`config.mk`:
```
export PLATFORM = sky130hd
export DESIGN_NAME = occfr_back_flat
export DESIGN_NICKNAME = d
export VERILOG_FILES = /design/src/design/occfr_pkg.sv /design/src/design/occfr_if.sv /design/src/design/occfr_back.sv /design/src/flat_wrapper.sv
export SDC_FILE = /design/constraint.sdc
export NUM_CORES = 1
export LEC_CHECK = 0
export BUFFER_PORTS_ARGS = -buffer_cell sky130_fd_sc_hd__buf_4
export CORE_MARGIN = 2
export CORE_UTILIZATION = 43
export CTS_CLUSTER_DIAMETER = 80
export CTS_CLUSTER_SIZE = 16
export DETAILED_ROUTE_END_ITERATION = 8
export PLACE_DENSITY = 0.75
export REMOVE_ABC_BUFFERS = 1
export SYNTH_ARGS = -nofsm -noshare
export SYNTH_HDL_FRONTEND = slang
export SYNTH_SLANG_ARGS = --single-unit
```
`constraint.sdc`:
```
create_clock -name clk -period 2.3 [get_ports clk]
set_clock_uncertainty 0.2 [all_clocks]
set_input_delay 0.345 -clock clk [delete_from_list [all_inputs] [get_ports clk]]
set_output_delay 0.345 -clock clk [all_outputs]
set_load 0.02 [all_outputs]
```
`src/design/occfr_pkg.sv`:
```
// Shared constants, types and slot codes of the occupancy frontier cell detector.
`timescale 1ns / 1ps
`default_nettype none
package occfr_pkg;

	localparam int MAX_WIDTH   = 1024;
	localparam int CX_W        = $clog2(MAX_WIDTH);
	localparam int WIDTH_W     = CX_W + 1;
	localparam int CY_W        = 16;
	localparam int GW_W        = 11;
	localparam int GH_W        = 16;
	localparam int MARK_W      = 2;
	localparam int WIN_W       = 9 * MARK_W;
	localparam int SLOTS       = 4;
	localparam int SLOT_W      = $clog2(SLOTS);
	localparam int QUEUE_DEPTH = 4;

	localparam logic signed [7:0] OCC_LIMIT = 8'sd100;

	// Result slots of one run, in raster order
	localparam logic [SLOT_W-1:0] SLOT_PREV_ROW_PREV_COL = 2'd0;
	localparam logic [SLOT_W-1:0] SLOT_PREV_ROW_THIS_COL = 2'd1;
	localparam logic [SLOT_W-1:0] SLOT_THIS_ROW_PREV_COL = 2'd2;
	localparam logic [SLOT_W-1:0] SLOT_THIS_ROW_THIS_COL = 2'd3;

	typedef struct packed {
		logic [WIDTH_W-1:0] width;
		logic [CY_W-1:0]    height;
		logic               restart;
	} cfg_t;

	typedef struct packed {
		logic [SLOTS-1:0] live;
		logic [SLOTS-1:0] frontier;
		logic [CX_W-1:0]  cx;
		logic [CY_W-1:0]  cy;
	} run_t;

	typedef struct packed {
		logic full;
		logic empty;
	} q_status_t;

endpackage
`default_nettype wire

```
`src/design/occfr_if.sv`:
```
// Cell and verdict stream interfaces of the occupancy frontier cell detector.
`timescale 1ns / 1ps
`default_nettype none


interface occfr_result_if;
	import occfr_pkg::*;
	logic            valid;
	logic            ready;
	logic [CX_W-1:0] cell_x;
	logic [CY_W-1:0] cell_y;
	logic            is_frontier;
	logic            last_in_run;
	logic            grid_done;

	modport source (output valid, output cell_x, output cell_y, output is_frontier,
		output last_in_run, output grid_done, input ready);
	modport sink (input valid, input cell_x, input cell_y, input is_frontier,
		input last_in_run, input grid_done, output ready);
endinterface
`default_nettype wire

```
`src/design/occfr_back.sv`:
```
// Back part: unpacks each run into verdict beats, one per cycle while the verdict channel is ready.
`timescale 1ns / 1ps
`default_nettype none
module occfr_back (
	input  logic                 clk,
	input  logic                 arst_n,
	input  occfr_pkg::run_t      pop_run,
	input  occfr_pkg::q_status_t q_status,
	output logic                 pop,
	occfr_result_if.source       verdict
);
	import occfr_pkg::*;

	logic              run_valid_q;
	logic [SLOTS-1:0]  mask_q;
	logic [SLOTS-1:0]  frontier_q;
	logic [CX_W-1:0]   cx_q;
	logic [CY_W-1:0]   cy_q;

	logic [SLOT_W-1:0] slot;
	logic [SLOTS-1:0]  rest;
	logic              last;
	logic              accept_out;

	always_comb begin
		if (mask_q[SLOT_PREV_ROW_PREV_COL]) begin
			slot = SLOT_PREV_ROW_PREV_COL;
		end else if (mask_q[SLOT_PREV_ROW_THIS_COL]) begin
			slot = SLOT_PREV_ROW_THIS_COL;
		end else if (mask_q[SLOT_THIS_ROW_PREV_COL]) begin
			slot = SLOT_THIS_ROW_PREV_COL;
		end else begin
			slot = SLOT_THIS_ROW_THIS_COL;
		end
	end

	assign rest       = mask_q & ~(SLOTS'(1) << slot);
	assign last       = rest == '0;
	assign accept_out = verdict.valid && verdict.ready;
	assign pop        = !q_status.empty && (!run_valid_q || (accept_out && last));

	always_ff @(posedge clk or negedge arst_n) begin
		if (!arst_n) begin
			run_valid_q <= 1'b0;
			mask_q      <= '0;
		end else if (pop) begin
			run_valid_q <= 1'b1;
			mask_q      <= pop_run.live;
		end else if (accept_out) begin
			mask_q <= rest;
			if (last) begin
				run_valid_q <= 1'b0;
			end
		end
	end

	always_ff @(posedge clk) begin
		if (pop) begin
			frontier_q <= pop_run.frontier;
			cx_q       <= pop_run.cx;
			cy_q       <= pop_run.cy;
		end
	end

	// Slot bit 0 picks the column, bit 1 the row
	assign verdict.valid       = run_valid_q;
	assign verdict.cell_x      = slot[0] ? cx_q : cx_q - CX_W'(1);
	assign verdict.cell_y      = slot[1] ? cy_q : cy_q - CY_W'(1);
	assign verdict.is_frontier = frontier_q[slot];
	assign verdict.last_in_run = last;
	assign verdict.grid_done   = slot == SLOT_THIS_ROW_THIS_COL;

	a_valid_has_slot: assert property (@(posedge clk) disable iff (!arst_n)
		run_valid_q |-> mask_q != '0)
		else $error("verdict shown with no slot left in the run");

	a_done_is_last: assert property (@(posedge clk) disable iff (!arst_n)
		verdict.valid && verdict.grid_done |-> verdict.last_in_run)
		else $error("grid end beat is not the last of its run");

	a_pop_nonempty: assert property (@(posedge clk) disable iff (!arst_n)
		pop |-> !q_status.empty)
		else $error("run taken from an empty queue");

	a_run_continues: assert property (@(posedge clk) disable iff (!arst_n)
		accept_out && !last |=> run_valid_q && mask_q == $past(rest))
		else $error("run dropped before its last beat");

endmodule
`default_nettype wire
```
`src/flat_wrapper.sv`:
```
// flat-port wrapper written by rule: the top's interface ports become plain ports
module occfr_back_flat import occfr_pkg::*;
  (clk, arst_n, pop_run, q_status, pop, verdict_valid, verdict_cell_x, verdict_cell_y, verdict_is_frontier, verdict_last_in_run, verdict_grid_done, verdict_ready);
  occfr_result_if verdict_i ();
  input  logic clk;
  input  logic arst_n;
  input  occfr_pkg::run_t pop_run;
  input  occfr_pkg::q_status_t q_status;
  output logic pop;
  output wire logic [$bits(verdict_i.valid)-1:0] verdict_valid;
  output wire logic [$bits(verdict_i.cell_x)-1:0] verdict_cell_x;
  output wire logic [$bits(verdict_i.cell_y)-1:0] verdict_cell_y;
  output wire logic [$bits(verdict_i.is_frontier)-1:0] verdict_is_frontier;
  output wire logic [$bits(verdict_i.last_in_run)-1:0] verdict_last_in_run;
  output wire logic [$bits(verdict_i.grid_done)-1:0] verdict_grid_done;
  input wire logic [$bits(verdict_i.ready)-1:0] verdict_ready;
  assign verdict_valid = verdict_i.valid;
  assign verdict_cell_x = verdict_i.cell_x;
  assign verdict_cell_y = verdict_i.cell_y;
  assign verdict_is_frontier = verdict_i.is_frontier;
  assign verdict_last_in_run = verdict_i.last_in_run;
  assign verdict_grid_done = verdict_i.grid_done;
  assign verdict_i.ready = verdict_ready;
  occfr_back u_core (.clk(clk), .arst_n(arst_n), .pop_run(pop_run), .q_status(q_status), .pop(pop), .verdict(verdict_i));
endmodule
```
## Word-level counts from Yosys, hierarchy flattened

Index checks and enable logic that the tools add are counted.

| word-level totals | value |
|---|---|
| memories kept | 0 |
| RAM bits | 0 |
| flip-flop bits (word level) | 35 |
| latch bits | 0 |
| bits in read-only memories | 0 |

| operators by class | value |
|---|---|
| mux-type cells | 12 |
| bitwise operators | 2 |
| divide/modulo/power cells | 0 |
| equal/unequal tests | 1 |
| $mul | 0 |
| reductions and logical operators | 10 |
| shifts and indexed selects | 1 |
| order comparisons | 1 |
| add/sub/neg operators | 2 |

Operator list:

| operator | number |
|---|---|
| $mux 16 | 1 |
| $sub 16x1->16 const B | 1 |
| $mux 10 | 1 |
| $sub 10x1->10 const B | 1 |
| $mux 4 | 2 |
| $mux 1 | 5 |
| $and 4x4->4 | 1 |
| $logic_not 4->1 | 1 |
| $mux 2 | 2 |
| $not 4->4 | 1 |
| $reduce_bool 2->1 | 2 |
| $shl 1x2->4 const A | 1 |
| $logic_and 1x1->1 | 3 |
| $lt 2x3->1 const B | 1 |
| $bmux 1 s2 | 1 |
| $eq 2x2->1 const B | 1 |
| $logic_not 1->1 | 2 |
| $reduce_and 2->1 | 1 |
| $logic_or 1x1->1 | 1 |

## Logic depth before layout (Yosys ltp)

| logic depth | value |
|---|---|
| depth in word-level cells | 12 |
| mapped depth | 5 |
| depth with buffers taken out | 5 |

## Worst setup path after synthesis

OpenSTA, ideal clock, no wires.

| path | value |
|---|---|
| kind | reg2reg |
| start point | reg u_core.mask_q[1] |
| end point | reg u_core.cx_q[0] (enable) |
| cell stages (with the launch flop) | 5 |
| path slack | -174 ps |
| required time | 1707 ps |
| clock period less this slack | 2474 ps |
| arrival | 1881 ps |
| setup time | 393 ps |
| path through | dfrtp_1 buf_2 nor2_4 a21o_1 a21o_1 |

| on the way | value |
|---|---|
| word-level cells in the longest chain between the ends | 9 |

Ends and longest elaborated chain:

| item | line | RTL |
|---|---|---|
| from (decl) | occfr_back.sv:15 | `logic [SLOTS-1:0] mask_q;` |
| from (signal assigned) | occfr_back.sv:48 | `mask_q <= pop_run.live;` |
| from (signal assigned) | occfr_back.sv:50 | `mask_q <= rest;` |
| $mux 2 | occfr_back.sv:28 | `end else if (mask_q[SLOT_PREV_ROW_THIS_COL]) begin` |
| $mux 2 | occfr_back.sv:26 | `if (mask_q[SLOT_PREV_ROW_PREV_COL]) begin` |
| $shl 1x2->4 | occfr_back.sv:37 | `assign rest = mask_q & ~(SLOTS'(1) << slot);` |
| $not 4->4 | occfr_back.sv:37 |  |
| $and 4x4->4 * | occfr_back.sv:37 |  |
| $logic_not 4->1 * | occfr_back.sv:38 | `assign last = rest == '0;` |
| via verdict_last_in_run | flat_wrapper.sv:14 | `output wire logic [$bits(verdict_i.last_in_run)-1:0] verdict_last_in_run;` |
| $logic_and 1x1->1 * | occfr_back.sv:40 | `assign pop = !q_status.empty && (!run_valid_q \|\| (accept_out && last));` |
| $logic_or 1x1->1 * | occfr_back.sv:40 |  |
| $logic_and 1x1->1 * | occfr_back.sv:40 |  |
| via pop | flat_wrapper.sv:9 | `output logic pop;` |
| to (signal assigned) | occfr_back.sv:60 | `cx_q <= pop_run.cx;` |
| to (decl) | occfr_back.sv:17 | `logic [CX_W-1:0] cx_q;` |

The timed path passes the listed nets; every way through them passes the cells marked *.
A chain may end at the register's enable or synchronous reset.

## Worst setup path after layout

| path | value |
|---|---|
| start point | reg u_core.cx_q[4] |
| end point | out verdict_cell_x[8] |

| on the way | value |
|---|---|
| word-level cells in the longest chain between the ends | 2 |

Ends and longest elaborated chain:

| item | line | RTL |
|---|---|---|
| $sub 10x1->10 | occfr_back.sv:67 | `assign verdict.cell_x = slot[0] ? cx_q : cx_q - CX_W'(1);` |
| $mux 10 | occfr_back.sv:67 |  |
| to (decl) | flat_wrapper.sv:11 | `output wire logic [$bits(verdict_i.cell_x)-1:0] verdict_cell_x;` |

Every way passes these cells.

==> flow_summary.json <==
{
  "holdPathEnd": "u_core.cy_q[6]$_DFFE_PP_",
  "p_clk_frac": 0.182,
  "reg2reg_slack_ns": 0.40,
  "synth_warnings": 0,
  "yosysTopAreaCellShare": 0.510,
  "fin_cells": 287,
  "violations": "negative setup slack",
  "layout_commonest_cell": "buf_4",
  "yosys.area.top_type": "edfxtp_1",
  "p_sw_frac": 0.373,
  "via_per_inst": 5.04,
  "ios": 70,
  "clock-sinks": 35,
  "n_fill_cell": 295,
  "p_comb_frac": 0.468,
  "track_usage": 0.177,
  "fin_crit_ns": 2.43,
  "die_area_sq_um": 4640,
  "drc": 0,
  "h-tree-depth": 2,
  "place_ws_ns": 0.149,
  "r2r_start": "u_core.mask_q[1]$_DFFE_PN0P_",
  "mostFrequentLayoutCells": "buf_4, edfxtp_1, xnor2_1",
  "grt_pass1_vias": 1423,
  "gp_congestion": 0.797,
  "initial_core_util": 0.445,
  "synth_area_sq_um": 1770,
  "synth.distinct_cells": 36,
  "dpl.cell_count": 263,
  "fmax_mhz": 411,
  "cp_slowest_cell": "or4_4",
  "end_kind": "primary output",
  "layout-drive-gt1-share": 0.527,
  "clkTransAtPathRegs_ns": 0.08,
  "criticalPathCategory": "flip-flop to primary output",
  "area_growth_pct": 55.6,
  "antenna_found_initial": 0,
  "die_w_microns": 68.1,
  "multi_input_area_sq_um": 840,
  "setup.worst_path.start": "u_core.cx_q[4]$_DFFE_PP_",
  "final_core_util": 0.693,
  "crit_fanout": 5,
  "diodes": 0,
  "root_buffer": "clkbuf_8",
  "syn_inst": 143,
  "die_h_microns": 68.1,
  "avgSynthCellArea_sq_um": 12.4,
  "finalWirelength_mm": 3.85,
  "leakage_nw": 1.18,
  "core_area_sq_um": 3970,
  "worstPathBufferInverterCount": 1,
  "synth-seq-cells": 35,
  "setup_viol": 9,
  "final_hold_viol_count": 0,
  "path_delay_family": "simple AND/OR/NAND/NOR gates",
  "p_seq_frac": 0.351,
  "nNetsFinal": 277,
  "power.density_nw_per_um2": 1080,
  "p_total_mw": 2.96,
  "row_count": 23,
  "grt_pass1_wl_mm": 5.87,
  "slew_headroom": 0.777,
  "maxCapViolCount": 0,
  "ir_drop_mv": 0.816,
  "async_reset_ff_frac": 0.143,
  "intPower_mw": 1.86,
  "numPortBuffers": 68,
  "hold_depth": 1,
  "cp.required_ns": 1.75,
  "rsz0062_at_grt": "yes",
  "finalWorstSetupSlack_ns": -0.131,
  "final_antenna_net_count": 0,
  "hold_path.startpoint": "pop_run[6]",
  "dr.pass1.iters": 4,
  "dp_hpwl_mm": 2.78,
  "ys_seq_area_frac": 0.580,
  "p_switching_mw": 1.10,
  "clkLatencyLatePin_ns": 0.28,
  "drtIter0Drc": 33,
  "rr_worst_depth": 5,
  "fin_crit_sh": 1.06,
  "synth_ff_type": "edfxtp_1",
  "startpoint_type": "flip-flop",
  "synth_edf_count": 30,
  "outcome": "finished, violations left",
  "sequential_cell_area_sq_um": 1030,
  "grt_max_degree": 21,
  "cp.arrival_ns": 1.89,
  "cts-buffers-inserted": 5,
  "synthTopCellsByArea": "edfxtp_1, xnor2_1, dfrtp_1",
  "via_count": 1447,
  "worst_pin_slew_ns": 0.333,
  "grt-ovfl-total": 0,
  "path_cells": "or4_4 > nor3_4 > xor2_1 > buf_4",
  "cts.path.max_buffers": 2,
  "reg2reg_to": "u_core.cx_q[6]$_DFFE_PP_",
  "drv_slew": 0,
  "cts_tree": "built",
  "wl_per_cell_microns": 13.4,
  "critical-path-max-stage-delay_ns": 0.61,
  "hp-class": "input pin to flip-flop"
}
## worst max path at each step
stage                          endpoint  slack [ns]  cells past startpoint
2_1_floorplan  u_core.cx_q[0]$_DFFE_PP_       -0.20                      3
3_3_place_gp          verdict_cell_x[8]        0.17                      5
3_5_place_dp          verdict_cell_x[8]        0.15                      5
4_1_cts               verdict_cell_x[8]       -0.13                      5
5_1_grt               verdict_cell_x[8]       -0.23                      5
6_report              verdict_cell_x[8]       -0.13                      4
## state kept, by name, summed over array words and instances, names as in the netlist
register              count
u_core.cx_q              10
u_core.cy_q              16
u_core.mask_q             4
u_core.frontier_q         4
u_core.verdict.valid      1
## stage by stage
stage / cell area, sq um / hold WS, ns / TNS [ns]
final: 2750 / 0.0265 / -0.479
after global routing: 2750 / 0.00547 / -1.79
after CTS: 2630 / 0.0165 / -0.920
after detailed placement: 2380 / -0.0468 / 0
after global placement: 2380 / -0.0485 / 0
after floorplan: 1750 / -0.151 / -6.22
## Yosys cell counts (2+ instances only)
library cell / count
xnor2_1: 17
or2_2: 2
a21oi_1: 2
buf_2: 2
ha_1: 2
o21ai_0: 5
nand2_1: 9
nor3_1: 7
edfxtp_1: 30
nor2b_1: 4
a21o_1: 3
xor2_1: 7
dfrtp_1: 5
o211ai_1: 3
nor2_1: 7
nand2b_1: 3
nand3b_1: 2
nor3_2: 2
mux2i_1: 3
inv_1: 4
nand3_1: 9
## power by group through the flow
stage          clock [mW]  combinational, mW  sequential [mW]
2_1_floorplan           0              0.702             1.04
3_3_place_gp            0               1.25             1.04
3_5_place_dp            0               1.26             1.05
4_1_cts             0.554               1.33             1.03
5_1_grt             0.584               1.51             1.06
6_report            0.538               1.38             1.04
## per-layer routing
layer,GRT usage,vias up,wire (microns)
li1,-,703,-
met1,0.196,672,1520
met2,0.301,64,1980
met3,0.0658,8,281
met4,0.0775,0,72
met5,0,-,0
## final cells by class
class	instances	share of cell area
Timing Repair Buffer	89	0.252
Clock buffer	5	0.0250
Clock inverter	3	0.0159
Multi-Input combinational cell	101	0.305
Sequential cell	35	0.373
Tap cell	50	0.0227
Inverter	4	0.00546
## kinds of logic after synthesis
family / Yosys count / share of synthesized area
multiplexers: 3 / 0.0170
AND/OR/NAND/NOR: 55 / 0.193
XOR/XNOR: 24 / 0.119
buffers and inverters: 7 / 0.0163
flip-flops: 35 / 0.580
AO/OA/AOI/OAI: 17 / 0.0609
adder cells (fa/ha/maj): 2 / 0.0142
## timing repair
action	CTS	global route
resized for setup	13	16
hold endpoints to repair	5	0
setup buffers	9	6
setup endpoints to repair	15	16
pin swaps	7	15
hold buffers	1	0
No activity file was read; power rests on OpenSTA's default activity.
