### config.mk
export PLATFORM = sky130hd
export DESIGN_NAME = occfr_front_flat
export DESIGN_NICKNAME = d
export VERILOG_FILES = /design/src/design/occfr_pkg.sv /design/src/design/occfr_if.sv /design/src/design/occfr_front.sv /design/src/flat_wrapper.sv
export SDC_FILE = /design/constraint.sdc
export NUM_CORES = 2
export LEC_CHECK = 0
export BUFFER_PORTS_ARGS = -buffer_cell sky130_fd_sc_hd__buf_4
export CORE_MARGIN = 2
export CORE_UTILIZATION = 27
export DETAILED_ROUTE_END_ITERATION = 8
export PLACE_DENSITY = 0.47
export SLEW_MARGIN = 20
export SYNTH_ARGS = -nofsm -noshare
export SYNTH_HDL_FRONTEND = slang
export SYNTH_SLANG_ARGS = --single-unit
export TNS_END_PERCENT = 50
### constraint.sdc
create_clock -name clk -period 3.9 [get_ports clk]
set_input_delay 0 -clock clk [delete_from_list [all_inputs] [get_ports clk]]
set_output_delay 0 -clock clk [all_outputs]
set_load 0.05 [all_outputs]
### src/design/occfr_pkg.sv
// Shared constants, types and slot codes of the occupancy frontier cell detector.
`timescale 1ns / 1ps
`default_nettype none
package occfr_pkg;

	localparam int MAX_WIDTH   = 1024;
	localparam int CX_W        = $clog2(MAX_WIDTH);
	localparam int WIDTH_W     = CX_W + 1;
	localparam int CY_W        = 16;
	localparam int GW_W        = 11;
	localparam int GH_W        = 16;
	localparam int MARK_W      = 2;
	localparam int WIN_W       = 9 * MARK_W;
	localparam int SLOTS       = 4;
	localparam int SLOT_W      = $clog2(SLOTS);
	localparam int QUEUE_DEPTH = 4;

	localparam logic signed [7:0] OCC_LIMIT = 8'sd100;

	// Result slots of one run, in raster order
	localparam logic [SLOT_W-1:0] SLOT_PREV_ROW_PREV_COL = 2'd0;
	localparam logic [SLOT_W-1:0] SLOT_PREV_ROW_THIS_COL = 2'd1;
	localparam logic [SLOT_W-1:0] SLOT_THIS_ROW_PREV_COL = 2'd2;
	localparam logic [SLOT_W-1:0] SLOT_THIS_ROW_THIS_COL = 2'd3;

	typedef struct packed {
		logic [WIDTH_W-1:0] width;
		logic [CY_W-1:0]    height;
		logic               restart;
	} cfg_t;

	typedef struct packed {
		logic [SLOTS-1:0] live;
		logic [SLOTS-1:0] frontier;
		logic [CX_W-1:0]  cx;
		logic [CY_W-1:0]  cy;
	} run_t;

	typedef struct packed {
		logic full;
		logic empty;
	} q_status_t;

endpackage
`default_nettype wire

### src/design/occfr_if.sv
// Cell and verdict stream interfaces of the occupancy frontier cell detector.
`timescale 1ns / 1ps
`default_nettype none
interface occfr_cell_if;
	logic              valid;
	logic              ready;
	logic signed [7:0] cell_value;

	modport source (output valid, output cell_value, input ready);
	modport sink (input valid, input cell_value, output ready);
endinterface

`default_nettype wire

### src/design/occfr_front.sv
// Front part: cell intake, raster counters, line store, 3x3 mark window and verdicts.
`timescale 1ns / 1ps
`default_nettype none
module occfr_front (
	input  logic               clk,
	input  logic               arst_n,
	input  occfr_pkg::cfg_t    cfg,
	occfr_cell_if.sink         cells,
	input  occfr_pkg::q_status_t q_status,
	output logic               push,
	output occfr_pkg::run_t    push_run
);
	import occfr_pkg::*;

	// Window column 0 is the oldest; row 0 is two rows up. Bit 0 free, bit 1 unknown.
	function automatic logic judge(input logic [WIN_W-1:0] win, input int col, input int row,
		input logic lv, input logic rv, input logic tv, input logic bv);
		logic hit;
		logic en;
		int   dc;
		int   dr;
		hit = 1'b0;
		for (dc = -1; dc <= 1; dc++) begin
			for (dr = -1; dr <= 1; dr++) begin
				en = !(dc == 0 && dr == 0) && (dc >= 0 || lv) && (dc <= 0 || rv)
					&& (dr >= 0 || tv) && (dr <= 0 || bv)
					&& (col + dc >= 0) && (col + dc <= 2) && (row + dr >= 0) && (row + dr <= 2);
				if (en) begin
					hit = hit | win[((col + dc) * 3 + (row + dr)) * MARK_W + 1];
				end
			end
		end
		return win[(col * 3 + row) * MARK_W] & hit;
	endfunction

	logic [CX_W-1:0]   cx_q;
	logic [CY_W-1:0]   cy_q;
	logic [WIN_W-1:0]  win_q;
	logic [MARK_W-1:0] bank0 [MAX_WIDTH];
	logic [MARK_W-1:0] bank1 [MAX_WIDTH];

	logic              valid_s1;
	logic [MARK_W-1:0] mark_s1;
	logic [MARK_W-1:0] rd0_s1;
	logic [MARK_W-1:0] rd1_s1;
	logic [CX_W-1:0]   cx_s1;
	logic [CY_W-1:0]   cy_s1;
	logic              last_col_s1;
	logic              last_row_s1;

	logic              accept;
	logic [MARK_W-1:0] mark;
	logic              last_col;
	logic              last_row;
	logic [MARK_W-1:0] top;
	logic [MARK_W-1:0] mid;
	logic [WIN_W-1:0]  win_new;
	logic              col_ge1;
	logic              col_ge2;
	logic              row_ge1;
	logic              row_ge2;
	logic [SLOTS-1:0]  live;
	logic [SLOTS-1:0]  frontier;
	logic              go_s1;

	assign accept   = cells.valid && cells.ready;
	assign mark     = {(cells.cell_value < 8'sd0) || (cells.cell_value > OCC_LIMIT),
		cells.cell_value == 8'sd0};
	assign last_col = {1'b0, cx_q} == (cfg.width - WIDTH_W'(1));
	assign last_row = cy_q == (cfg.height - CY_W'(1));

	always_ff @(posedge clk or negedge arst_n) begin
		if (!arst_n) begin
			cx_q <= '0;
			cy_q <= '0;
		end else if (cfg.restart) begin
			cx_q <= '0;
			cy_q <= '0;
		end else if (accept) begin
			if (last_col) begin
				cx_q <= '0;
				cy_q <= last_row ? '0 : cy_q + CY_W'(1);
			end else begin
				cx_q <= cx_q + CX_W'(1);
			end
		end
	end

	// Read both row banks and overwrite the oldest row with the new mark
	always_ff @(posedge clk) begin
		if (accept) begin
			rd0_s1 <= bank0[cx_q];
			rd1_s1 <= bank1[cx_q];
			if (!cy_q[0]) begin
				bank0[cx_q] <= mark;
			end else begin
				bank1[cx_q] <= mark;
			end
		end
	end

	always_ff @(posedge clk) begin
		if (accept) begin
			mark_s1     <= mark;
			cx_s1       <= cx_q;
			cy_s1       <= cy_q;
			last_col_s1 <= last_col;
			last_row_s1 <= last_row;
		end
	end

	assign top     = cy_s1[0] ? rd1_s1 : rd0_s1;
	assign mid     = cy_s1[0] ? rd0_s1 : rd1_s1;
	assign win_new = {mark_s1, mid, top, win_q[WIN_W-1:3*MARK_W]};

	assign col_ge1 = cx_s1 != '0;
	assign col_ge2 = cx_s1 > CX_W'(1);
	assign row_ge1 = cy_s1 != '0;
	assign row_ge2 = cy_s1 > CY_W'(1);

	assign live[SLOT_PREV_ROW_PREV_COL] = row_ge1 && col_ge1;
	assign live[SLOT_PREV_ROW_THIS_COL] = row_ge1 && last_col_s1;
	assign live[SLOT_THIS_ROW_PREV_COL] = last_row_s1 && col_ge1;
	assign live[SLOT_THIS_ROW_THIS_COL] = last_row_s1 && last_col_s1;

	assign frontier[SLOT_PREV_ROW_PREV_COL] = judge(win_new, 1, 1, col_ge2, 1'b1, row_ge2, 1'b1);
	assign frontier[SLOT_PREV_ROW_THIS_COL] = judge(win_new, 2, 1, col_ge1, 1'b0, row_ge2, 1'b1);
	assign frontier[SLOT_THIS_ROW_PREV_COL] = judge(win_new, 1, 2, col_ge2, 1'b1, row_ge1, 1'b0);
	assign frontier[SLOT_THIS_ROW_THIS_COL] = judge(win_new, 2, 2, col_ge1, 1'b0, row_ge1, 1'b0);

	// A cell that frees nothing never waits on the queue
	assign go_s1       = valid_s1 && (!(|live) || !q_status.full);
	assign push        = valid_s1 && (|live) && !q_status.full;
	assign cells.ready = !valid_s1 || go_s1;
	assign push_run    = '{live: live, frontier: frontier, cx: cx_s1, cy: cy_s1};

	always_ff @(posedge clk or negedge arst_n) begin
		if (!arst_n) begin
			valid_s1 <= 1'b0;
			win_q    <= '0;
		end else begin
			if (accept) begin
				valid_s1 <= 1'b1;
			end else if (go_s1) begin
				valid_s1 <= 1'b0;
			end
			if (cfg.restart) begin
				win_q <= '0;
			end else if (go_s1) begin
				win_q <= win_new;
			end
		end
	end

endmodule
`default_nettype wire

### src/flat_wrapper.sv
// flat-port wrapper written by rule: the top's interface ports become plain ports
module occfr_front_flat import occfr_pkg::*;
  (clk, arst_n, cfg, q_status, push, push_run, cells_valid, cells_cell_value, cells_ready);
  occfr_cell_if cells_i ();
  input  logic clk;
  input  logic arst_n;
  input  occfr_pkg::cfg_t cfg;
  input  occfr_pkg::q_status_t q_status;
  output logic push;
  output occfr_pkg::run_t push_run;
  input wire logic [$bits(cells_i.valid)-1:0] cells_valid;
  input wire logic [$bits(cells_i.cell_value)-1:0] cells_cell_value;
  output wire logic [$bits(cells_i.ready)-1:0] cells_ready;
  assign cells_i.valid = cells_valid;
  assign cells_i.cell_value = cells_cell_value;
  assign cells_ready = cells_i.ready;
  occfr_front u_core (.clk(clk), .arst_n(arst_n), .cfg(cfg), .cells(cells_i), .q_status(q_status), .push(push), .push_run(push_run));
endmodule
# --- After elaboration in Yosys (flattened, before gate mapping) ---
# Memory sizes are Yosys's and may differ from the RTL's. A register that Yosys moved wholly into a read port is not among the register bits.
# Cells that the tools add are included.
word_totals:
  regBits: 75
  mem_bits_rw: 4096
  input_bits: 41
  output_inout_bits: 36
  word_cells: 103
  mem_count: 2
mem_list:
  columns: ["memory", "depth", "width", "read_ports", "rd_ports_with_merged_regs", "write_ports", "line_no", "rtl"]
  rows:
  - ["u_core.bank0", 1024, 2, 1, 1, 1, "occfr_front.sv:39", "logic [MARK_W-1:0] bank0 [MAX_WIDTH];"]
  - ["u_core.bank1", 1024, 2, 1, 1, 1, "occfr_front.sv:40", "logic [MARK_W-1:0] bank1 [MAX_WIDTH];"]
op_classes:
  add_sub_neg: 4
  n_lt_le_gt_ge: 4
  n_eq_ne: 2
  n_mux: 35
  n_bitwise: 21
  n_reduce_logical: 26
ops:
  columns: ["op", "n"]
  rows:
  - ["$mux 16", 4]
  - ["$mux 18", 2]
  - ["$mux 10", 3]
  - ["$mux 1", 24]
  - ["$or 1x1->1", 17]
  - ["$add 16x1->16 const B", 1]
  - ["$eq 16x16->1", 1]
  - ["$gt 16x1->1 const B", 1]
  - ["$reduce_bool 16->1", 1]
  - ["$sub 16x1->16 const B", 1]
  - ["$eq 10x11->1", 1]
  - ["$logic_and 1x1->1", 11]
  - ["$sub 11x1->11 const B", 1]
  - ["$add 10x1->10 const B", 1]
  - ["$gt 10x1->1 const B", 1]
  - ["$reduce_bool 10->1", 1]
  - ["$gt 8x8->1 const B", 1]
  - ["$logic_not 8->1", 1]
  - ["$lt 8x1->1 const B", 1]
  - ["$reduce_bool 2->1", 4]
  - ["$and 1x1->1", 4]
  - ["$mux 2", 2]
  - ["$reduce_or 4->1", 1]
  - ["$logic_not 1->1", 3]
  - ["other kinds (2)", 4]

# --- Logic depth before layout (Yosys ltp) ---
depth:
  depth_word: 15
  depth_mapped: 14
  depth_no_buf: 10

# --- Worst setup path after synthesis ---
# Ideal clock, no wire load.
synth_path:
  kind: "input to register"
  start: "in cells_cell_value[7]"
  end: "mem u_core.bank0[0][0], data pin"
  setup_time_ns: 5.585
  t_arrival_ns: 26.008
  t_required_ns: -1.685
  setup_slack_ns: -27.693
  stages: 2
  path_buffers: 0
  cell_sequence: "nor4_1 and3_1"
synth_between:
  elab_chain_len: 1
synth_rtl:
  columns: ["item", "line_no", "rtl"]
  rows:
  - ["start, declared", "flat_wrapper.sv:12", "input wire logic [$bits(cells_i.cell_value)-1:0] cells_cell_value;"]
  - ["$logic_not 8->1", "occfr_front.sv:68", "cells.cell_value == 8'sd0};"]
  - ["via u_core.mark[0]", "occfr_front.sv:52", "logic [MARK_W-1:0] mark;"]
  - ["end, declared", "occfr_front.sv:39", null]
# The timed path passes the listed nets, and every way through them passes these cells.

==> qor.yml <==
power.clock.fraction_pct: 43.8
hold_viol_final: 0
drt-total-wl_um: 594000
min_path_type: "primary input to register"
syn-num-nets: 11100
fmax_mhz: 254
synth_common_cells: "edfxtp_1 (4130), nor2_1 (2241), mux2i_1 (1804)"
holdWs_ns: 0.104
critical-path-slowest-cell: "nor4_4"
power.switching_uw: 20300
die_h_um: 796
drt-vias-per-instance: 5.03
comb_power_share_pct: 3.9
gr-total-overflow: 0
dr.pass1.iters: 5
intPower_uw: 73500
ios: 77
cts-htree-levels: 5
clk_latency_ns: 1.04
crit_path_frequent_cell: "buf_4"
ys_ff_latch: 4165
place_ws_ns: -0.566
drive_gt1_share_pct: 15.5
worst_pin_slew_ns: 1.07
critical_path_class: "register to register"
drt-wirelength-per-cell_um: 29.2
grt_pass1_wl_um: 812000
numCtsBuffers: 439
grt_pass1_vias: 102000
die_x_um: 796
rrSetupSlack_ns: -0.04
crit_chain: "or4b_4 -> buf_12 -> buf_4 -> o22ai_1 -> nor4_2 -> a31oi_2 -> nor4_4 -> buf_4 -> nand3_1 -> or4_1"
cp_num_buf_inv: 3
cp-end-kind: "register"
cpPeakStageDelay_ns: 0.71
start_kind: "register"
crit_family: "simple AND/OR/NAND/NOR gates"
avgSynthCellArea_um2: 15.3
p_per_area_nw_per_um2: 464
violations: "setup timing"
clock_skew_ns: 0.0833
multi_input_area_um2: 41900
period_needed_ns: 3.94
fillers: 61200
port-buffer-count: 75
cts_buffer_depth: 4
path_clk_slew_ns: 0.06
track_usage_pct: 17.9
synth_edf_count: 4130
slew_headroom_pct: 28.4
gp_routability_congestion: 0.780
outcome: "finished, violations left"
grt_start_max_net_pins: 157
die-area_um2: 633000
cts_sinks: 4165
synth.area.top_cells: "edfxtp_1 (73%), mux2i_1 (11%), nor2_1 (5.0%), o22ai_1 (2.9%), mux4_2 (1.8%)"
maxCapViolations: 0
synth_top_area_share_pct: 73.3
vdd_ir_drop_max_v: 0.000381
cts_tree: "yes"
synth_flop_cell: "edfxtp_1"
rsz0062_at_grt: "yes"
core_um2: 624000
period_share_pct: 101
yosysWarnings: 0
yosysMostFrequentCell: "edfxtp_1"
ff_latch_area_um2: 125000
finalMaxSlewViolations: 0
arrival_ns: 4.68
crit_fanout: 18
via_count: 102000
syn-cell-area_um2: 169000
seqPwrFrac_pct: 52.3
drc: 0
switching_share_pct: 21.6
finalNetCount: 11700
grt_antenna_before_repair: 50
place_hpwl_um: 349000
timing.final.ws_setup_ns: -0.0428
detail-route-antenna-nets: 0
rows: 290
ys_seq_area_share_pct: 73.8
cts-root-buf: "clkbuf_16"
crit_required_ns: 4.64
p_leak_uw: 0.0597
drt_iter0_markers: 10400
synthCells: 11100
synth_cell_types: 72
synthArstFlopShare_pct: 0.840
start_util_pct: 27.1
syn_to_final_growth_pct: 19.6
yosysTopAreaCell: "edfxtp_1"
setup_violations: 1
[power by group through the flow]
stage	clock network, uW	registers, uW	logic, uW
floorplan	0	50300	1950
global placement	0	50000	3640
detailed placement	0	50000	3630
CTS	41800	49100	3680
global route	43400	49000	3890
finish	41100	49100	3700
[final cells by class]
class	count	share of cell area (%)
Sequential cell	4165	61.7
Multi-Input combinational cell	6017	20.7
Tap cell	8322	5.14
Clock buffer	528	5.66
Antenna cell	7	0.00865
Inverter	19	0.0352
Clock inverter	276	1.19
Timing Repair Buffer	986	5.57
[stage by stage]
step | setup TNS [ns] | instance area, um2 | cells | power [uW] | utilization [%]
floorplan | - | 169000 | 11100 | 52300 | -
global placement | -1.70 | 187000 | 19400 | 53700 | 30.0
detailed placement | -1.59 | 187000 | 19400 | 53600 | 30.0
CTS | -1.72 | 202000 | 20300 | 94600 | 32.3
global route | -0.217 | 202000 | 20300 | 96300 | 32.4
finish | -0.0428 | 202000 | 20300 | 93900 | 32.4
[flip-flops by register name, indices dropped and copies added, names as in the netlist]
name / flops
u_core.cy_s1: 16
u_core.rd0_s1: 2
u_core.cy_q: 16
u_core.cx_q: 10
u_core.bank1: 2048
u_core.valid_s1: 1
u_core.bank0: 2048
u_core.last_col_s1: 1
u_core.mark_s1: 2
u_core.rd1_s1: 2
u_core.last_row_s1: 1
u_core.cx_s1: 10
u_core.win_q: 8
[layout by cell type (no fill, tap or decap), drive strengths merged, types with 18 or more instances in the layout]
master,instances
nand4,26
a211oi,18
o22ai,792
a22oi,21
nand2,203
dfrtp,35
bufinv,35
dlygate4sd3,34
mux2i,1804
mux4,133
edfxtp,4130
a21oi,64
nand3,83
nor4,163
clkinv,215
nor2,2241
nor3,75
o21ai,71
a31oi,31
xnor2,24
inv,29
o22a,26
clkbuf,537
o2111ai,42
buf,943
or3,20
[routing by layer]
layer  wire length [um]  track usage (%)  vias to the layer above
met5                 41                0                        -
met4              15900             4.27                        6
met3              37100             2.16                      734
met2             282000             29.6                     3577
met1             260000             25.0                    54100
li1                   -                -                    43700
[logic make-up after synthesis]
| group | count (synthesis) | synth area share [%] |
|---|---|---|
| xor gates and xnor gates | 28 | 0.145 |
| and+or+nand+nor | 2899 | 7.06 |
| buffers and inverters | 907 | 2.14 |
| AOI/OAI and AO/OA | 1141 | 4.34 |
| adders and majority gates | 7 | 0.0517 |
| DFF | 4165 | 73.8 |
| muxes | 1941 | 12.5 |
[worst register-to-register path, stage by stage, from the launching register on]
cell and delay [ns]:
dfrtp_4 0.55, or4b_4 0.30, buf_12 0.24, buf_4 0.32, o22ai_1 0.17, nor4_2 0.31
a31oi_2 0.21, nor4_4 0.71, buf_4 0.24, nand3_1 0.09, or4_1 0.53
[timing repair]
item,in CTS,in global routing
gates cloned,0,8
hold buffers,39,0
endpoints found under the setup margin,4,161
pin swaps,2,10
gates resized for setup,16,42
buffers inserted,0,36
endpoints found under the hold margin,221,0
[worst paths after layout]
| check | from | endpoint | cells after the start |
|---|---|---|---|
| setup / recovery | u_core.cx_q[0]$_DFFE_PN0P_ | u_core.rd1_s1[0]$_DFFE_PP_ | 10 |
| hold / removal | cells_cell_value[6] | u_core.bank0[432][1]$_DFFE_PP_ | 3 |
| setup reg to reg | u_core.cx_q[0]$_DFFE_PN0P_ | u_core.rd1_s1[0]$_DFFE_PP_ | 10 |
| hold reg to reg | u_core.win_q[16]$_DFFE_PN0P_ | u_core.win_q[16]$_DFFE_PN0P_ | 2 |
| max in group asynchronous | arst_n | u_core.cx_q[4]$_DFFE_PN0P_ | 5 |
| min in group asynchronous | arst_n | u_core.cy_q[13]$_DFFE_PN0P_ | 5 |
(Power assumes the default switching activity.)
