### src/design/occfr_pkg.sv
// Shared constants, types and slot codes of the occupancy frontier cell detector.
`timescale 1ns / 1ps
`default_nettype none
package occfr_pkg;

	localparam int MAX_WIDTH   = 1024;
	localparam int CX_W        = $clog2(MAX_WIDTH);
	localparam int WIDTH_W     = CX_W + 1;
	localparam int CY_W        = 16;
	localparam int GW_W        = 11;
	localparam int GH_W        = 16;
	localparam int MARK_W      = 2;
	localparam int WIN_W       = 9 * MARK_W;
	localparam int SLOTS       = 4;
	localparam int SLOT_W      = $clog2(SLOTS);
	localparam int QUEUE_DEPTH = 4;

	localparam logic signed [7:0] OCC_LIMIT = 8'sd100;

	// Result slots of one run, in raster order
	localparam logic [SLOT_W-1:0] SLOT_PREV_ROW_PREV_COL = 2'd0;
	localparam logic [SLOT_W-1:0] SLOT_PREV_ROW_THIS_COL = 2'd1;
	localparam logic [SLOT_W-1:0] SLOT_THIS_ROW_PREV_COL = 2'd2;
	localparam logic [SLOT_W-1:0] SLOT_THIS_ROW_THIS_COL = 2'd3;

	typedef struct packed {
		logic [WIDTH_W-1:0] width;
		logic [CY_W-1:0]    height;
		logic               restart;
	} cfg_t;

	typedef struct packed {
		logic [SLOTS-1:0] live;
		logic [SLOTS-1:0] frontier;
		logic [CX_W-1:0]  cx;
		logic [CY_W-1:0]  cy;
	} run_t;

	typedef struct packed {
		logic full;
		logic empty;
	} q_status_t;

endpackage
`default_nettype wire

### src/design/occfr_queue.sv
// Short run queue between the front and back parts.
`timescale 1ns / 1ps
`default_nettype none
module occfr_queue (
	input  logic                 clk,
	input  logic                 arst_n,
	input  logic                 push,
	input  occfr_pkg::run_t      push_run,
	input  logic                 pop,
	output occfr_pkg::run_t      pop_run,
	output occfr_pkg::q_status_t q_status
);
	import occfr_pkg::*;

	localparam int QP_W = $clog2(QUEUE_DEPTH);

	run_t            entries_q [QUEUE_DEPTH];
	logic [QP_W-1:0] wr_ptr_q;
	logic [QP_W-1:0] rd_ptr_q;
	logic [QP_W:0]   count_q;

	assign q_status.full  = count_q == (QP_W+1)'(QUEUE_DEPTH);
	assign q_status.empty = count_q == '0;
	assign pop_run        = entries_q[rd_ptr_q];

	always_ff @(posedge clk) begin
		if (push) begin
			entries_q[wr_ptr_q] <= push_run;
		end
	end

	always_ff @(posedge clk or negedge arst_n) begin
		if (!arst_n) begin
			wr_ptr_q <= '0;
			rd_ptr_q <= '0;
			count_q  <= '0;
		end else begin
			if (push) begin
				wr_ptr_q <= (32'(wr_ptr_q) == QUEUE_DEPTH - 1) ? '0 : wr_ptr_q + QP_W'(1);
			end
			if (pop) begin
				rd_ptr_q <= (32'(rd_ptr_q) == QUEUE_DEPTH - 1) ? '0 : rd_ptr_q + QP_W'(1);
			end
			count_q <= count_q + (QP_W+1)'(push) - (QP_W+1)'(pop);
		end
	end

endmodule
`default_nettype wire

### config.mk
export PLATFORM = sky130hd
export DESIGN_NAME = occfr_queue
export DESIGN_NICKNAME = d
export VERILOG_FILES = /design/src/design/occfr_pkg.sv /design/src/design/occfr_queue.sv
export SDC_FILE = /design/constraint.sdc
export NUM_CORES = 1
export LEC_CHECK = 0
export BUFFER_PORTS_ARGS = -buffer_cell sky130_fd_sc_hd__buf_2
export CELL_PAD_IN_SITES_DETAIL_PLACEMENT = 1
export CELL_PAD_IN_SITES_GLOBAL_PLACEMENT = 1
export CORE_UTILIZATION = 50
export DETAILED_ROUTE_END_ITERATION = 16
export HOLD_SLACK_MARGIN = 0.03
export PLACE_DENSITY = 0.82
export SLEW_MARGIN = 10
export SYNTH_ARGS = -nofsm -noshare
export SYNTH_HDL_FRONTEND = slang
export SYNTH_SLANG_ARGS = --single-unit
### constraint.sdc
create_clock -name clk -period 2.5 [get_ports clk]
set_input_delay 0.125 -clock clk [delete_from_list [all_inputs] [get_ports clk]]
set_output_delay 0.125 -clock clk [all_outputs]
set_load 0.05 [all_outputs]
**Word-level counts from Yosys, hierarchy flattened**

Memories as Yosys holds them, arrays and structs flattened.
Cells that the tools add are included.

- Output and inout bits: 36
- Memories: 1
- Word-level logic and storage cells: 16
- Bits in registers: 7
- Input bits: 38
- Memory bits (writable): 136

- Reductions and logical operators: 1
- Equal/unequal tests: 3
- Muxes and demuxes: 4
- $add $sub $neg: 4

Memories:

| memory | depth | bits a word | read ports | clocked after memory_dff | write ports | RTL line | source |
|---|---|---|---|---|---|---|---|
| entries_q | 4 | 34 | 1 | 0 | 1 | occfr_queue.sv:17 | `run_t entries_q [QUEUE_DEPTH];` |

Operators with widths:

| cell | number |
|---|---|
| adder 2 x 1 -> 2 bit (second input constant) | 2 |
| == test 2 bit (second input constant) | 2 |
| two-way mux 2 bit | 2 |
| adder 3 x 1 -> 3 bit | 1 |
| == test 3 bit (second input constant) | 1 |
| zero test 3 bit | 1 |
| subtractor 3 x 1 -> 3 bit | 1 |
| two-way mux 1 bit | 2 |

**Longest topological paths before layout**

Gate-level depths: netlist (run 1).

- Word-level depth: 2
- Gate-level depth with buffers: 6
- Depth with buffers taken out: 6

**Worst setup path after synthesis (run 1)**

No wires, ideal clock.

- Kind: register -> register
- Start: reg wr_ptr_q[0]
- End: mem entries_q[2][0] in the netlist's numbering (enable)
- Period minus slack after synthesis: 1.847 ns
- Cell stages (with the launch flop): 4
- Arrival: 1.453 ns
- Setup time: 0.394 ns
- Buffers on the path: 0
- Setup slack: 0.653 ns
- Required time: 2.106 ns
- Cells stage by stage: dfrtp_1 inv_1 ha_1 and2_1

RTL lines:

| what | RTL line | source |
|---|---|---|
| from (decl) | occfr_queue.sv:18 | `logic [QP_W-1:0] wr_ptr_q;` |
| from (signal assigned) | occfr_queue.sv:39 | `wr_ptr_q <= (32'(wr_ptr_q) == QUEUE_DEPTH - 1) ? '0 : wr_ptr_q + QP_W'(1);` |
| to (decl) | occfr_queue.sv:17 |  |

No word-level cell before the write port.

==> run metrics, run 1 <==
Slowest Stage Delay on Critical Path=0.61 ns; DR vias=about 2600; CTS Root Cell=clkbuf_8; core area=roughly 0.010 mm2; Logic pwr share=a little over a third; crit path max fanout=18; RR Endpoint=rd_ptr_q[1]; io pins=74; cell accounting for the most synthesized area=edfxtp_1; Critical Path Stages=3; Slew Viols, Final=0; Final Non-Filler Cells=between 400 and 500; total wire length=10700 um; Clk Latency, worst-skew pair=between 0.5 and 0.6 ns; CTS Buf Count=17; nets=388; Remaining Overflow, GRT=0; CTS tree=yes; final setup violating endpoints=0; r2r setup slk=0.82 ns; Pwr per Cell Area=1290 mW/mm2; Final period util=93.7%; CP startpoint=rd_ptr_q[0]; Buf/Inv on CP=2; sequential fraction of the synthesis area=between 70% and 80%; initial antenna violation count=0; cell internal pwr=approximately 5600 uW; Crit path max-delay family=multiplexers; fin crit period=2.34 ns; flop and latch count out of synthesis=~140; Detailed Place HPWL=around 6200 um; Tightest Pin Transition=0.872 ns; Setup CP Type=flip-flop to output port; count of final hold-check violations=0; Initial Utilization=between 50% and 60%; layout cells sized above 1=41.1%; Setup crit end=pop_run[33]; Min-Delay Path Class=primary input to flip-flop; drt initial violations=a little over 100; vias in the first global route=roughly 3000; arrival time worst endpoint=2.22 ns; total negative setup slack=0 ns; CTS resizes=0; clk sink count=143; clk_skew=roughly 0.011 ns; Die Y=between 100 and 150 um; Buffers on Ports=73; max cap viols=0; Antenna Violating Nets Remaining=0; Mapped Avg Cell Area=25.1 um2; Critical Path End Type=output port; top post-synthesis cells by area=edfxtp_1 76%, mux4_2 12%, dfrtp_1 3.3%; # H-tree levels=4; clock network power share=a little over a quarter; clock-pin slew on the worst setup and hold paths=about 0.06 ns; Peak VDD IR=approximately 0.67 mV; Max clock buf depth=2; Placer Congestion=roughly 0.67; Placed Cells=~420; Post-CTS Setup Inserts=0; synth warn=0; Sequential Power Share=around 38%; Die X-Extent=106 um; # DRC=0; P&R area growth vs syn=28.0%; fmax=0.427 GHz; antenna cells=0; drt pass-1 iters=4; crit start category=flip-flop; Routed WL per cell=21.9 um; worst endpoint required time=~2.4 ns; post-synth top area share=roughly three quarters; Slew HR=roughly two fifths; RSZ-0062 raised after global routing=false; LEAKAGE=about 0.0025 uW; cells on worst reg2reg path=2; Layout fillers=871; # rows=37; Syn Inst Count=~210; syn_nets=260; full die area=0.0112 mm2; placed cell area=slightly below 0.006 mm2; P_sw=approximately 3300 uW; first-pass GRT wire length=around 17000 um; Via density=5.31; Distinct cells, synth=20; final instance area=0.00687 mm2; Mapped Area=0.00537 mm2; Crit-path slowest cell=mux4_1; Critical Path, Cell by Cell=buf_12 > mux4_1 > buf_2; outcome=finished clean; aggregate global-route resource usage=a little over a fifth; largest net degree at the start of global routing=37; FF-to-FF Start=rd_ptr_q[1]; Sw Share=between 30% and 40%
what timing repair did:
action	CTS	global route
hold buffers	38	0
setup endpoints to repair	0	0
hold endpoints to repair	148	0
Yosys cell counts:
library cell / n
or3b_2: 1
mux4_1: 6
buf_12: 3
nand2_1: 1
o21ai_0: 2
nor3_1: 1
inv_1: 6
mux4_2: 28
nor2_1: 1
fa_1: 1
mux2_2: 2
buf_2: 4
dfrtp_1: 7
xor2_1: 1
xnor2_1: 1
buf_6: 1
ha_1: 7
and3_1: 1
and2_1: 4
edfxtp_1: 136
power by group through the flow:
stage	registers [uW]	logic, uW	clock network, uW
global placement	3380	3020	0
floorplan	3210	2610	0
global route	3420	3260	2530
detailed placement	3430	3080	0
CTS	3390	3140	2450
finish	3380	3110	2410
worst reg2reg max path, cell delays in order, from the launching register on:
cell     delay [ns]
dfrtp_2        0.94
ha_1           0.37
mux2_2         0.26
per-stage QoR:
stage / worst slack (ns) / utilization [%] / hold slack [ns] / power (uW)
floorplan: 0.653 / - / -0.171 / 5830
CTS: 0.0969 / 66.3 / 0.327 / 8980
global placement: 0.723 / 57.2 / -0.0275 / 6400
finish: 0.158 / 66.3 / 0.350 / 8900
global route: 0.0589 / 66.3 / 0.338 / 9220
detailed placement: 0.667 / 57.2 / -0.0283 / 6510
state kept, by name, summed over array words and instances, names as in the netlist:
| signal | count |
|---|---|
| count_q | 3 |
| wr_ptr_q | 2 |
| rd_ptr_q | 2 |
| entries_q | 136 |
area by class of cell:
class,count,area (um2),share of cell area [%]
well taps,136,170,2.48
repair buffers,117,853,12.4
clock inverters,13,148,2.15
multi-input cells,57,1000,14.6
inverters,6,22.5,0.328
clock buffers,17,414,6.03
flip-flops and latches,143,4260,62.0
layout by cell type (no fill, tap or decap), drive strengths merged:
cell type	instances
dlygate4sd3	38
mux4	34
inv	7
dfrtp	7
bufinv	3
xnor2	1
clkinv	7
and2	4
fa	1
clkinvlp	2
nor3	1
o21ai	2
edfxtp	136
mux2	2
xor2	1
or3b	1
nand2	1
nor2	1
buf	79
clkbuf	17
ha	7
and3	1
cells by family after synthesis:
kind of cell / count (synthesis) / synth area share, %
xor gates and xnor gates: 2 / 0.326
and+or+nand+nor: 9 / 0.978
muxes: 36 / 15.1
adders and majority gates: 8 / 2.00
DFF: 143 / 79.3
buffers and inverters: 14 / 2.12
AOI/OAI and AO/OA: 2 / 0.186
routing by layer:
metal / vias to the layer above / global-route usage, % / routed length [um]
met3: 11 / 6.25 / 531
met5: - / 0 / 0
met4: 0 / 7.64 / 101
li1: 1160 / - / -
met1: 1336 / 27.2 / 4540
met2: 91 / 34.6 / 5530
worst min path at each step:
| stage | cells past startpoint | to | start | slack [ns] |
|---|---|---|---|---|
| floorplan | 0 | count_q[0] | arst_n | -0.17 |
| global placement | 1 | count_q[2] | arst_n | -0.03 |
| detailed placement | 1 | count_q[2] | arst_n | -0.03 |
| CTS | 2 | entries_q[3][11] | push_run[11] | 0.33 |
| global route | 2 | entries_q[2][26] | push_run[26] | 0.34 |
| finish | 2 | entries_q[0][0] | push_run[0] | 0.35 |
No activity file was read; power rests on OpenSTA's default activity.
==> run 2: changes to the inputs <==
--- a/config.mk
+++ b/config.mk
@@ -9,9 +9,10 @@
 export CELL_PAD_IN_SITES_DETAIL_PLACEMENT = 1
 export CELL_PAD_IN_SITES_GLOBAL_PLACEMENT = 1
 export CORE_UTILIZATION = 50
+export CTS_BUF_LIST = sky130_fd_sc_hd__clkbuf_8
 export DETAILED_ROUTE_END_ITERATION = 16
 export HOLD_SLACK_MARGIN = 0.03
-export PLACE_DENSITY = 0.82
+export PLACE_DENSITY_LB_ADDON = 0.15
 export SLEW_MARGIN = 10
 export SYNTH_ARGS = -nofsm -noshare
 export SYNTH_HDL_FRONTEND = slang
==> constraint.sdc (replaced) <==
create_clock -name clk -period 2.5 [get_ports clk]
set_input_delay 0.375 -clock clk [delete_from_list [all_inputs] [get_ports clk]]
set_output_delay 0.375 -clock clk [all_outputs]
set_load 0.05 [all_outputs]
==> run metrics, run 2 (same netlist as run 1, synthesis figures left out) <==
RSZ-0062 raised after global routing=false; arrival time worst endpoint=1.98 ns (-0.24 ns); Max clock buf depth=2 (unchanged); Via density=5.40 (+1.7%); Final period util=94.2% (+0.52 points); FF-to-FF Start=wr_ptr_q[0]; most frequent cells in the layout=136 x edfxtp_1, 73 x buf_2, 28 x mux4_2; io pins=74 (unchanged); core area=0.0104 mm2 (unchanged); clock-pin slew on the worst setup and hold paths=0.07 ns (about the same); Routed WL per cell=21.4 um (-2.4%); Hold Slack=0.155 ns (-0.195 ns); CTS Root Cell=clkbuf_8; worst endpoint required time=2.12 ns (-0.26 ns); full die area=0.0112 mm2 (unchanged); Buf/Inv on CP=2 (unchanged); Slew Viols, Final=0 (unchanged); total negative setup slack=0 ns (unchanged); count of final hold-check violations=0 (unchanged); cells on worst reg2reg path=4 (+2); crit path max fanout=21 (+3); crit start category=flip-flop; clk sink count=143 (unchanged); Critical Path, Cell by Cell=buf_4 > mux4_2 > buf_2; Min-Delay Path Class=primary input to flip-flop; Clk Latency, worst-skew pair=0.43 ns (-0.10 ns); Die Y=106 um (unchanged); Initial Utilization=51.8% (unchanged); end point of the worst hold path=entries_q[0][18]; total chip power=8470 uW (-4.8%); aggregate global-route resource usage=19.7% (-1.4 points); Final Util=61.9% (-4.4 points); nets=356 (-8.2%); drt initial violations=120 (+17%); Pwr per Cell Area=1320 mW/mm2 (+1.9%); Placer Congestion=0.649 (-3.0%); fmax=0.425 GHz (-0.55%); max cap viols=0 (unchanged); # rows=37 (unchanged); commonest non-fill, non-tap cell in the layout=edfxtp_1; clk_skew=0.00870 ns (-0.00212 ns); fin crit period=2.36 ns (+0.0129 ns); largest net degree at the start of global routing=27 (-27%); drt pass-1 iters=4 (unchanged); Tightest Pin Transition=0.520 ns (-0.352 ns); Detailed Place HPWL=6240 um (+0.63%); Top reg by flops=entries_q; DR vias=2480 (-4.5%); Slew HR=65.4% (+23 points); Largest regs=entries_q: 136 flops, count_q: 3 flops; vias in the first global route=2741 (-6.3%); final setup violating endpoints=0 (unchanged); hold path cells=1 (-1); worst min-delay path startpoint=push_run[18]; layout cells sized above 1=45.5% (+4.4 points); CTS tree=yes; Buffers on Ports=73 (unchanged); # H-tree levels=4 (unchanged); Remaining Overflow, GRT=0 (unchanged); Setup CP Type=flip-flop to output port; Largest register FFs=136 (unchanged); Antenna Violating Nets Remaining=0 (unchanged); Crit path max-delay family=flip-flops; Slowest Stage Delay on Critical Path=0.70 ns (+0.09 ns); Critical Path End Type=output port; RR Endpoint=entries_q[2][5]; Die X-Extent=106 um (unchanged); # DRC=0 (unchanged); total wire length=9810 um (-8.4%); initial antenna violation count=1 (+1); Crit-path slowest cell=dfrtp_2; outcome=finished clean; LEAKAGE=0.00229 uW (-7.5%); Peak VDD IR=0.564 mV (-16%); antenna cells=0 (unchanged); r2r setup slk=0.77 ns (-0.05 ns); first-pass GRT wire length=15400 um (-6.7%); Layout fillers=883 (+1.4%); P&R area growth vs syn=19.5%; CTS Buf Count=17 (unchanged)
## run 2: cell types whose count changed in the layout (fill, tap and decap cells not counted), moves of 2 or more
cell / previous run / this run
clkinv_1: 1 / 4
inv_1: 6 / 8
clkbuf_16: 16 / 0
bufinv_16: 3 / 5
clkinv_2: 6 / 1
dlygate4sd3_1: 38 / 1
buf_4: 1 / 6
clkbuf_8: 1 / 17
## run 2: metrics by stage
step | setup slack, ns | instances | area, um2
after global routing | 0.0229 | 459 | 6420
final | 0.145 | 459 | 6420
after CTS | 0.0228 | 458 | 6410
after floorplan | 0.641 | 214 | 5370
after detailed placement | 0.467 | 425 | 5960
after global placement | 0.486 | 425 | 5960
## run 2: routing by layer
layer  share of wire, %  vias up  global-route usage, %  wire length [um]
met2                 53       70                   31.8              5220
li1                   -     1093                      -                 -
met4               0.86        2                   7.44                84
met1                 42     1303                   25.4              4080
met3                4.2       12                   6.00               412
met5               0.13        -                      0                13
## run 2: repair_timing
item | in CTS | in global routing
setup endpoints to repair | 2 | 1
setup buffers | 0 | 1
endpoints found under the hold margin | 7 | 0
hold buffers | 1 | 0
gates resized for setup | 1 | 0
## run 2: cell type report
class	count	area, um2	area share, %
clock inverter	15	201	3.14
sequential	143	4260	66.5
timing repair buffer	85	520	8.11
clock buffer	17	234	3.65
multi-input combinational	57	1000	15.6
inverter	6	22.5	0.351
tap	136	170	2.65
## run 2: worst max path at each step
stage               slack, ns          end  cells past startpoint         from
CTS                      0.02   pop_run[3]                      3  rd_ptr_q[0]
global placement         0.49   pop_run[3]                      3  rd_ptr_q[0]
finish                   0.14   pop_run[6]                      3  rd_ptr_q[1]
detailed placement       0.47   pop_run[3]                      3  rd_ptr_q[0]
floorplan                0.64  q_status[0]                      1   count_q[1]
global route             0.02  pop_run[22]                      3  rd_ptr_q[1]
## run 2: report_power, final
group          total, uW  internal (uW)  switching (uW)
Sequential          3280           3090             198
Combinational       3200           1060            2140
Clock               1990           1170             822
Total               8470           5310            3160
==> run 3: changes to the inputs <==
--- a/config.mk
+++ b/config.mk
@@ -9,7 +9,7 @@
 export CELL_PAD_IN_SITES_DETAIL_PLACEMENT = 1
 export CELL_PAD_IN_SITES_GLOBAL_PLACEMENT = 1
 export CORE_UTILIZATION = 50
-export CTS_BUF_LIST = sky130_fd_sc_hd__clkbuf_8
+export CTS_BUF_LIST = sky130_fd_sc_hd__clkbuf_4
 export DETAILED_ROUTE_END_ITERATION = 16
 export HOLD_SLACK_MARGIN = 0.03
 export PLACE_DENSITY_LB_ADDON = 0.15
==> run metrics, run 3 (same netlist as run 1, synthesis figures left out) <==
# DRC=0 (unchanged); Crit-path slowest cell=mux4_1; initial antenna violation count=0 (-1); largest net degree at the start of global routing=27 (unchanged); drt initial violations=110 (-8.3%); antenna cells=0 (unchanged); clk sink count=143 (unchanged); Buffers on Ports=73 (unchanged); fin crit period=2.42 ns (+0.0639 ns); Clk Latency, worst-skew pair=0.53 ns (+0.10 ns); vias in the first global route=2858 (+4.3%); Slew Viols, Final=0 (unchanged); Final Non-Filler Cells=492 (+7.2%); most frequent cells in the layout=136 x edfxtp_1, 73 x buf_2, 34 x dlygate4sd3_1; CTS tree=yes; Multi-input gate area=0.00100 mm2 (unchanged); Largest register FFs=136 (unchanged); total negative setup slack=0 ns (unchanged); Peak VDD IR=0.537 mV (-4.7%); RR Endpoint=entries_q[2][5]; Critical Path End Type=output port; Slew HR=67.3% (+2.0 points); Buf/Inv on CP=2 (unchanged); Pwr per Cell Area=1240 mW/mm2 (-6.0%); # rows=37 (unchanged); Slowest Stage Delay on Critical Path=0.60 ns (-0.10 ns); Crit path max-delay family=multiplexers; Reg area=0.00427 mm2 (about the same); nets=389 (+9.3%); CTS Root Cell=clkbuf_4; outcome=finished clean; Layout fillers=883 (unchanged); RSZ-0062 raised after global routing=true; Tightest Pin Transition=0.490 ns (-0.0296 ns); Initial Utilization=51.8% (unchanged); layout cells sized above 1=41.9% (-3.7 points); r2r setup slk=0.73 ns (-0.04 ns); DR vias=2584 (+4.2%); max cap viols=0 (unchanged); Placer Congestion=0.649 (unchanged); P&R area growth vs syn=23.9%; worst setup margin=0.0810 ns (-0.0639 ns); Die X-Extent=106 um (unchanged); total chip power=8260 uW (-2.5%); clock-pin slew on the worst setup and hold paths=0.11 ns (+0.04 ns); FF-to-FF Start=wr_ptr_q[0]; LEAKAGE=0.00238 uW (+4.1%); io pins=74 (unchanged); Routed WL per cell=21.5 um (+0.71%); end point of the worst hold path=entries_q[3][6]; Largest regs=entries_q: 136 flops, count_q: 3 flops; Setup Slack @ Placement=0.467 ns (unchanged); drt pass-1 iters=4 (unchanged); total wire length=10600 um (+8.0%); Final Util=64.2% (+2.3 points); cells on worst reg2reg path=4 (unchanged); Setup CP Type=flip-flop to output port; arrival time worst endpoint=2.04 ns (+0.06 ns); hold path cells=1 (unchanged); clk_skew=0.0125 ns (+0.00384 ns); Top reg by flops=entries_q; first-pass GRT wire length=16200 um (+4.8%); worst min-delay path startpoint=push_run[6]; Detailed Place HPWL=6240 um (unchanged); worst endpoint required time=2.12 ns (about the same); full die area=0.0112 mm2 (unchanged); Max clock buf depth=2 (unchanged); # H-tree levels=4 (unchanged); count of final hold-check violations=0 (unchanged); Min-Delay Path Class=primary input to flip-flop; Placed Cells=425 (unchanged); aggregate global-route resource usage=20.9% (+1.1 points); Final period util=96.8% (+2.6 points); final setup violating endpoints=0 (unchanged); CTS Buf Count=17 (unchanged); fmax=0.413 GHz (-2.6%); core area=0.0104 mm2 (unchanged); Die Y=106 um (unchanged); commonest non-fill, non-tap cell in the layout=edfxtp_1; Via density=5.25 (-2.8%); crit start category=flip-flop; Antenna Violating Nets Remaining=0 (unchanged); Critical Path, Cell by Cell=buf_12 > mux4_1 > buf_2; Remaining Overflow, GRT=0 (unchanged); crit path max fanout=15 (-29%)
-- run 3: layer usage --
| layer | global-route usage, % | wire (um) | vias up |
|---|---|---|---|
| met5 | 0 | 0 | - |
| met4 | 7.14 | 114 | 0 |
| met3 | 6.25 | 431 | 9 |
| met2 | 34.6 | 5590 | 69 |
| met1 | 26.3 | 4450 | 1345 |
| li1 | - | - | 1161 |
-- run 3: per-stage QoR --
stage               instance area, um2  hold WS [ns]
global placement                  5960         0.227
CTS                               6630        0.0317
global route                      6650        0.0507
floorplan                         5370        0.0794
finish                            6650         0.105
detailed placement                5960         0.225
-- run 3: repair_timing --
action,CTS,global route
hold buffers,32,2
endpoints found under the setup margin,29,4
setup buffers,1,0
gates cloned,0,0
endpoints found under the hold margin,116,5
gates resized for setup,2,1
-- run 3: area by class of cell --
type,instances,share of cell area [%]
flip-flops and latches,143,64.1
clock buffers,19,2.14
inverters,6,0.338
clock inverters,13,2.91
multi-input cells,57,15.1
repair buffers,118,12.8
well taps,136,2.56
-- run 3: how the worst max path moves through the flow --
| stage | start | slack, ns | cells past startpoint | end |
|---|---|---|---|---|
| after floorplan | count_q[1] | 0.64 | 1 | q_status[0] |
| after global placement | rd_ptr_q[0] | 0.49 | 3 | pop_run[3] |
| after detailed placement | rd_ptr_q[0] | 0.47 | 3 | pop_run[3] |
| after CTS | rd_ptr_q[0] | 0.02 | 3 | pop_run[1] |
| after global routing | rd_ptr_q[0] | -0.01 | 3 | pop_run[3] |
| final | rd_ptr_q[0] | 0.08 | 3 | pop_run[3] |
-- run 3: report_power, final --
group | internal (uW) | switching, uW
Sequential | 3090 | 202
Combinational | 1100 | 2160
Clock | 903 | 805
